===== src/rtl/pgg_pkg.sv =====
`default_nettype none
// ----------------------------------------------------------------------------
// pgg_pkg: shared types and constants of the polar Gaussian generator
// Fixed-point constants, stage counts and the register index codes.
// ----------------------------------------------------------------------------
package pgg_pkg;

  // Number of squaring rounds of the log2 unit (fraction bits of the log).
  localparam int LOG_ROUNDS = 28;
  // Quotient bits of the v^2 / D division (one integer bit plus Q28).
  localparam int Q_BITS = LOG_ROUNDS + 1;
  // Result bits of the square root, one per stage.
  localparam int ROOT_STEPS = 32;

  // 2 ln 2 in Q28.
  localparam logic [28:0] TWO_LN2_Q28 = 29'd372130559;
  // One half in Q28, used for round half up.
  localparam logic [62:0] HALF_Q28 = 63'd134217728;

  // Configuration register indexes.
  typedef enum logic [0:0] {
    REG_MEAN  = 1'b0,
    REG_WIDTH = 1'b1
  } cfg_reg_t;

  // Signs of the two centered samples, carried down the pipeline.
  typedef struct packed {
    logic neg_a;
    logic neg_b;
  } sign_t;

endpackage
`default_nettype wire


===== src/rtl/pgg_front.sv =====
`default_nettype none
// ----------------------------------------------------------------------------
// pgg_front: centering, squaring, radius test and leading-one search
// Four stages: |v| per sample, v^2, D = va^2 + vb^2 with rejection, and the
// position of the top set bit of D.
// ----------------------------------------------------------------------------
module pgg_front #(
  parameter int UNIFORM_BITS = 32
) (
  input  wire logic           clk,
  input  wire logic           rst,
  input  wire logic           adv,
  input  wire logic           in_valid,
  input  wire logic [31:0]    uniform_a,
  input  wire logic [31:0]    uniform_b,
  output logic                out_valid,
  output logic [61:0]         den,
  output logic [61:0]         num_a,
  output logic [61:0]         num_b,
  output logic [5:0]          lead,
  output pgg_pkg::sign_t      signs
);
  import pgg_pkg::*;

  localparam int SHR = (UNIFORM_BITS >= 32) ? UNIFORM_BITS - 32 : 0;
  localparam int SHL = (UNIFORM_BITS < 32) ? 32 - UNIFORM_BITS : 0;
  localparam logic [63:0] MASK = (64'd1 << UNIFORM_BITS) - 64'd1;

  logic [31:0] frac_a, frac_b;
  logic [31:0] abs_a, abs_b;
  logic [31:0] aa1, ab1;
  sign_t       sg1, sg2, sg3;
  logic [63:0] sq_a, sq_b;
  logic [63:0] sqa2, sqb2;
  logic [63:0] sum;
  logic        keep;
  logic [61:0] den3, na3, nb3;
  logic [5:0]  lead_c;
  logic        v1, v2, v3;

  // Take the samples to 32-bit fractions and center them around one half.
  assign frac_a = 32'(((({32'b0, uniform_a}) & MASK) >> SHR) << SHL);
  assign frac_b = 32'(((({32'b0, uniform_b}) & MASK) >> SHR) << SHL);
  assign abs_a  = frac_a[31] ? {1'b0, frac_a[30:0]} : 32'h8000_0000 - frac_a;
  assign abs_b  = frac_b[31] ? {1'b0, frac_b[30:0]} : 32'h8000_0000 - frac_b;

  // Squares of the magnitudes.
  assign sq_a = aa1 * aa1;
  assign sq_b = ab1 * ab1;

  // Squared radius; zero and values of one or more are rejected.
  assign sum  = sqa2 + sqb2;
  assign keep = (sum != 64'd0) && (sum[63:62] == 2'b00);

  // Position of the top set bit of the radius.
  always_comb begin
    lead_c = '0;
    for (int i = 0; i < 62; i++) begin
      if (den3[i]) begin
        lead_c = 6'(i);
      end
    end
  end

  // Valid bits of the four stages.
  always_ff @(posedge clk) begin
    if (rst) begin
      v1        <= 1'b0;
      v2        <= 1'b0;
      v3        <= 1'b0;
      out_valid <= 1'b0;
    end else if (adv) begin
      v1        <= in_valid;
      v2        <= v1;
      v3        <= v2 && keep;
      out_valid <= v3;
    end
  end

  // Data of the four stages.
  always_ff @(posedge clk) begin
    if (adv) begin
      aa1       <= abs_a;
      ab1       <= abs_b;
      sg1.neg_a <= ~frac_a[31];
      sg1.neg_b <= ~frac_b[31];
      sqa2      <= sq_a;
      sqb2      <= sq_b;
      sg2       <= sg1;
      den3      <= sum[61:0];
      na3       <= sqa2[61:0];
      nb3       <= sqb2[61:0];
      sg3       <= sg2;
      den       <= den3;
      num_a     <= na3;
      num_b     <= nb3;
      lead      <= lead_c;
      signs     <= sg3;
    end
  end

endmodule
`default_nettype wire


===== config.mk =====
export PLATFORM = sky130hd
export DESIGN_NAME = pgg_front
export DESIGN_NICKNAME = d
export VERILOG_FILES = /design/src/rtl/pgg_pkg.sv /design/src/rtl/pgg_front.sv
export SDC_FILE = /design/constraint.sdc
export NUM_CORES = 2
export LEC_CHECK = 0
export ABC_CLOCK_PERIOD_IN_PS = 9340
export BUFFER_PORTS_ARGS = -buffer_cell sky130_fd_sc_hd__buf_4
export CAP_MARGIN = 10
export CORE_ASPECT_RATIO = 1.1
export CORE_MARGIN = 2
export CORE_UTILIZATION = 40
export DETAILED_ROUTE_END_ITERATION = 12
export GPL_TIMING_DRIVEN = 0
export MAX_ROUTING_LAYER = met4
export PLACE_DENSITY_LB_ADDON = 0.15
export SETUP_SLACK_MARGIN = 0.3
export SLEW_MARGIN = 20
export SYNTH_ARGS = -nofsm -noshare
export SYNTH_HDL_FRONTEND = slang
export SYNTH_SLANG_ARGS = --single-unit

===== constraint.sdc =====
create_clock -name clk -period 9.34 [get_ports clk]
set_input_delay 1.868 -clock clk [delete_from_list [all_inputs] [get_ports clk]]
set_output_delay 1.868 -clock clk [all_outputs]
set_load 0.005 [all_outputs]

# After elaboration in Yosys (flattened, before gate mapping)
# Index checks and enable logic that the tools add are counted.
# Widths: inputs -> output; s select.
# totals
out_inout_bits	195
regBits	582
elab_cells	106
# op_classes
bitwise_logic	2
n_mux	62
n_mul	2
add_sub_neg	3
reduce_logical	8
# ops
cell	count
$mux 6	24
$mul 32x32->64	2
$mux 5	16
$add 64x64->64	1
$reduce_bool 64->1	1
$sub 32x32->32 const A	2
$mux 31	2
$mux 4	8
$reduce_or 30->1	1
$mux 3	8
$reduce_or 14->1	1
$reduce_or 6->1	1
$mux 2	2
$logic_and 1x1->1	2
$logic_not 2->1	1
$mux 1	2
$not 1->1	2
$reduce_or 2->1	1

# Longest topological paths before layout
# depth
word_depth	60
depth_mapped	33
mapped_depth_nobuf	31

# Worst setup path after synthesis
# OpenSTA, ideal clock, no wires.
# synth_timing
path_type	register to register
start	register aa1[19]
end	register sqa2[63], data pin
path_slack_ns	1.130
arrival_ns	7.950
t_required_ns	9.080
period_less_slack_ns	8.210
path_stages_with_launch	31
path_buffers	2
path_cell_list	edfxtp_1 > clkbuf_1 > clkbuf_1 > nand2_1 > fa_1 > inv_1 > fa_1 > inv_1 > fa_1 > inv_1 > fa_1 > inv_1 > fa_1 > inv_1 > fa_1 > fa_1 > inv_1 > fa_1 > inv_1 > ha_1 > a211o_1 > nor4_1 > or3b_2 > a31oi_1 > a211oi_1 > o21ai_1 > o31ai_1 > a21oi_1 > o21ai_1 > a21oi_1 > xnor2_1
# synth_between
elab_chain_cells	1
# synth_rtl
item	line	source
start, declared	pgg_front.sv:31	logic [31:0] aa1, ab1;
start signal, assigned	pgg_front.sv:83	aa1 <= abs_a;
$mul 32x32->64	pgg_front.sv:48	assign sq_a = aa1 * aa1;
via sq_a[63]	pgg_front.sv:33	logic [63:0] sq_a, sq_b;
end signal, assigned	pgg_front.sv:87	sqa2 <= sq_a;
end, declared	pgg_front.sv:34	logic [63:0] sqa2, sqb2;
# The timed path passes the listed nets, and every way through them passes these cells.
# A chain may end at the register's enable or synchronous reset.

# Worst setup path in the final report
# layout_timing
start	register ab1[20]
end	register sqb2[62], data pin
# layout_between
elab_chain_cells	1
# layout_rtl
item	line	source
start, declared	pgg_front.sv:31	
start signal, assigned	pgg_front.sv:84	ab1 <= abs_b;
$mul 32x32->64	pgg_front.sv:49	assign sq_b = ab1 * ab1;
via sq_b[62]	pgg_front.sv:33	
end signal, assigned	pgg_front.sv:88	sqb2 <= sq_b;
end, declared	pgg_front.sv:34	
# The timed path passes the listed nets, and every way through them passes these cells.

==> results_tabular.tex <==
\begin{tabular}{lr}
\hline
Metric & Value \\
\hline
\multicolumn{2}{l}{\textbf{Detailed routing}} \\
DRC & 0 \\
Vias per cell & 5.07 \\
Per-cell routed wire length & 23.8 µm \\
Number of design-rule violations left by the first detailed-router iteration & 3879 \\
DRT Pass-1 Iters & 5 \\
Post-detailed-routing wire length & 254000 µm \\
Number of nets still failing antenna checks after routing & 0 \\
Vias & 54.1k \\
\multicolumn{2}{l}{\textbf{Floorplanning}} \\
Vertical extent of the die & 473 µm \\
Standard-cell row count & 172 \\
Die area & 204000 µm² \\
Effective utilization at floorplan & 40.2\% \\
Core area & 199000 µm² \\
I/O pin total & 263 \\
Die Width & 431 µm \\
\multicolumn{2}{l}{\textbf{GRT}} \\
Total overflow reported by the global router & 0 \\
Wire length of the first global-routing pass & 375000 µm \\
Antenna violations before repair & 21 \\
Vias in the first global route & 57.8k \\
Largest net degree at the start of global routing & 104 \\
Combined global-route utilization of all metal layers & 26.3\% \\
\multicolumn{2}{l}{\textbf{Job}} \\
Max-cap violations & 0 \\
\multicolumn{2}{l}{\textbf{Clock network}} \\
Clock transition at the registers of the reported paths & 60 ps \\
Number of buffers added by the clock tree synthesis step & 69 \\
Hold buffer count at CTS & 0 \\
Maximum root-to-sink buffer count & 3 \\
Clock net sink count & 576 \\
Clock insertion delay at the later pin of the skew report & 720 ps \\
Clock tree from TritonCTS & built \\
Clock Tree Root & clkbuf\_16 \\
H-Tree Depth & 3 \\
\multicolumn{2}{l}{\textbf{Setup path}} \\
Arrival time of data at the critical path endpoint & 9440 ps \\
Reg2reg end & sqb2[62] \\
Startpoint-to-endpoint class of the critical path & reg -> reg \\
Reg-to-reg startpoint & ab1[20] \\
Kind of end point of the critical path & register \\
Cell depth of the worst flop-to-flop path & 29 \\
Critical Path Slowest Stage Cell & fa\_1 \\
Max FO, Critical Path & 10 \\
Critical Path Most Common Cell & fa\_1 \\
Slowest stage delay, CP & 560 ps \\
Setup slack of the most critical reg-to-reg path & 390 ps \\
Required @ worst endpoint & 9830 ps \\
Sort of element at the start of the critical path & register \\
\multicolumn{2}{l}{\textbf{STA}} \\
Tightest Pin Transition & 1270 ps \\
Worst slack on hold paths & 401 ps \\
Unrepaired setup endpoints after global routing & false \\
Worst Skew & 49.3 ps \\
Final worst-path cycle share & 95.8\% \\
Hold violation count in the final report & 0 \\
Normalized max-slew margin & 14.8\% \\
Post-layout minimum cycle time & 8950 ps \\
Upper clock frequency limit & 112 MHz \\
Final slew viol count & 0 \\
Total of endpoints with negative setup slack in the final report & 0 \\
\multicolumn{2}{l}{\textbf{Yosys}} \\
Post-synthesis compound-gate area fraction & 5.43\% \\
Post-Synthesis Mean Instance Area & 10.6 µm² \\
Number of flip-flops and latches in the synthesized netlist & 576 \\
Share of flip-flops with an asynchronous set or reset & 0\% \\
Post-synth top flop & edfxtp\_1 \\
Synth Area in XOR/XNOR & 2.78\% \\
Seq/Total Area, Yosys & 21.6\% \\
Area share of fa/ha/maj cells after synthesis & 49.9\% \\
Multiplexer fraction of the synthesized cell area & 0.173\% \\
Area leader, netlist & fa\_1 \\
Post-Synthesis Cell Area & 80100 µm² \\
Yosys top cell area share & 40.4\% \\
Number of enable-type register cells in the synthesized netlist & 572 \\
Distinct cell type count of the synthesized netlist & 86 \\
Leading post-synthesis cells by cell area & fa\_1 40\%, edfxtp\_1 21\%, ha\_1 9.5\% \\
Synth Warn \# & 0 \\
Cells after synthesis & 7575 \\
Dominant combinational cell family by area after synthesis & adder cells \\
Post-synthesis share of cell area spent on and, or, nand and nor gates & 9.62\% \\
\multicolumn{2}{l}{\textbf{Status}} \\
Outcome & completed \\
\multicolumn{2}{l}{\textbf{Min path}} \\
Hold depth & 0 \\
Hold Crit Start & na3[13] \\
Hold worst-path end & num\_a[13] \\
Type of the worst min-delay path & reg -> reg \\
\multicolumn{2}{l}{\textbf{Cells and area}} \\
Fraction of layout instances using a drive strength above 1 & 8.99\% \\
Most frequent cells in the layout & 2010 x inv\_1, 1611 x fa\_1, 603 x ha\_1 \\
Layout filler cell count & 19.1k \\
Reg area & 17300 µm² \\
Fin nets & 10.3k \\
Area occupied by multi-input gates & 54700 µm² \\
Most common library cell in the layout ignoring fill and taps & inv\_1 \\
Growth of design area from synthesis to finish & 11.7\% \\
\multicolumn{2}{l}{\textbf{Place}} \\
\# port buffers & 259 \\
Final HPWL from detailed placement & 211000 µm \\
Global placement routability congestion & 0.982 \\
\hline
\end{tabular}
==> cell families (layout without fill, tap and decap cells) <==
group,count (synthesis),count (layout)
multiplexers,13,13
buffers and inverters,2250,2725
AO/OA/AOI/OAI,663,663
XOR/XNOR,254,254
AND/OR/NAND/NOR,1595,1595
adder cells (fa/ha/maj),2223,2223
other,1,9
flip-flops,576,576
==> state kept, by name, summed over array words and instances, names as in the netlist <==
register   flops
sqa2          63
sqb2          63
den3          62
den           62
na3           61
nb3           61
num_a         61
num_b         61
aa1           32
ab1           32
lead           6
sg1            2
sg2            2
sg3            2
signs          2
out_valid      1
v1             1
v2             1
v3             1
==> how the worst max path moves through the flow <==
stage,slack (ps),end,cells past startpoint,startpoint
after floorplan,1130,sqa2[63],30,aa1[19]
after global placement,-2780,v3,14,adv
after detailed placement,-1750,sqb2[62],28,ab1[15]
after CTS,280,sqb2[62],30,ab1[16]
after global routing,260,sqb2[62],31,ab1[23]
final,390,sqb2[62],29,ab1[20]
==> worst max-delay path: cells and delay by family, from the launching register on <==
family	cells	cell delay [ps]
buffers and inverters	7	830
adder cells (fa/ha/maj)	9	4510
AO/OA/AOI/OAI	11	2640
AND/OR/NAND/NOR	2	410
flip-flops	1	320
==> metal layers <==
metal / vias to the layer above / track usage [%] / share of wire (%)
met4: 0 / 10.8 / 5.2
li1: 23900 / - / -
met1: 28000 / 34.1 / 41
met3: 401 / 3.52 / 6.6
met2: 1765 / 41.6 / 47
met5: - / - / 0
==> repair_timing <==
action | 4_1_cts | 5_1_grt
gates resized for setup | 265 | 229
cloned | 0 | 0
setup buffers | 31 | 58
pin swaps | 7 | 16
endpoints found under the hold margin | 0 | 0
setup endpoints to repair | 71 | 26
==> final cells by class <==
class                      count  area share (%)
sequential                   576            19.3
buffer                       222            1.72
antenna                        7          0.0196
inverter                    2027            8.54
multi-input combinational   4750            61.1
tap                         2610            3.65
clock buffer                  81            2.03
clock inverter                41           0.501
timing repair buffer         354            3.16
==> Yosys cell counts (9+ instances only) <==
master,number
a2111oi_0,9
a211oi_1,25
a21o_1,120
a21oi_1,205
a31oi_1,25
and2_1,417
and3_1,24
clkbuf_1,213
edfxtp_1,572
fa_1,1614
ha_1,609
inv_1,2018
nand2_1,595
nand2b_1,30
nand3_1,30
nand4_1,25
nor2_1,306
nor2b_1,34
nor3_1,49
nor4_1,26
o211ai_1,12
o21a_1,24
o21ai_0,95
o21ai_1,11
o21bai_1,37
o31ai_1,11
or2_2,16
or3_1,13
xnor2_1,149
xor2_1,105
==> per-stage QoR <==
stage                     instance area (µm²)  setup slack (ps)  setup TNS, ps  std cells  util [%]
after floorplan                         80100              1130              0       7576         -
after global placement                  85300             -2780         -60290      10400      42.8
after detailed placement                85500             -1750         -52770      10500      42.9
after CTS                               88600               283              0      10600      44.5
after global routing                    89500               260              0      10700      44.9
final                                   89500               388              0      10700      44.9
Power is not shown: default switching activity piles up to over one toggle a cycle in this logic, so the estimate is an artifact.
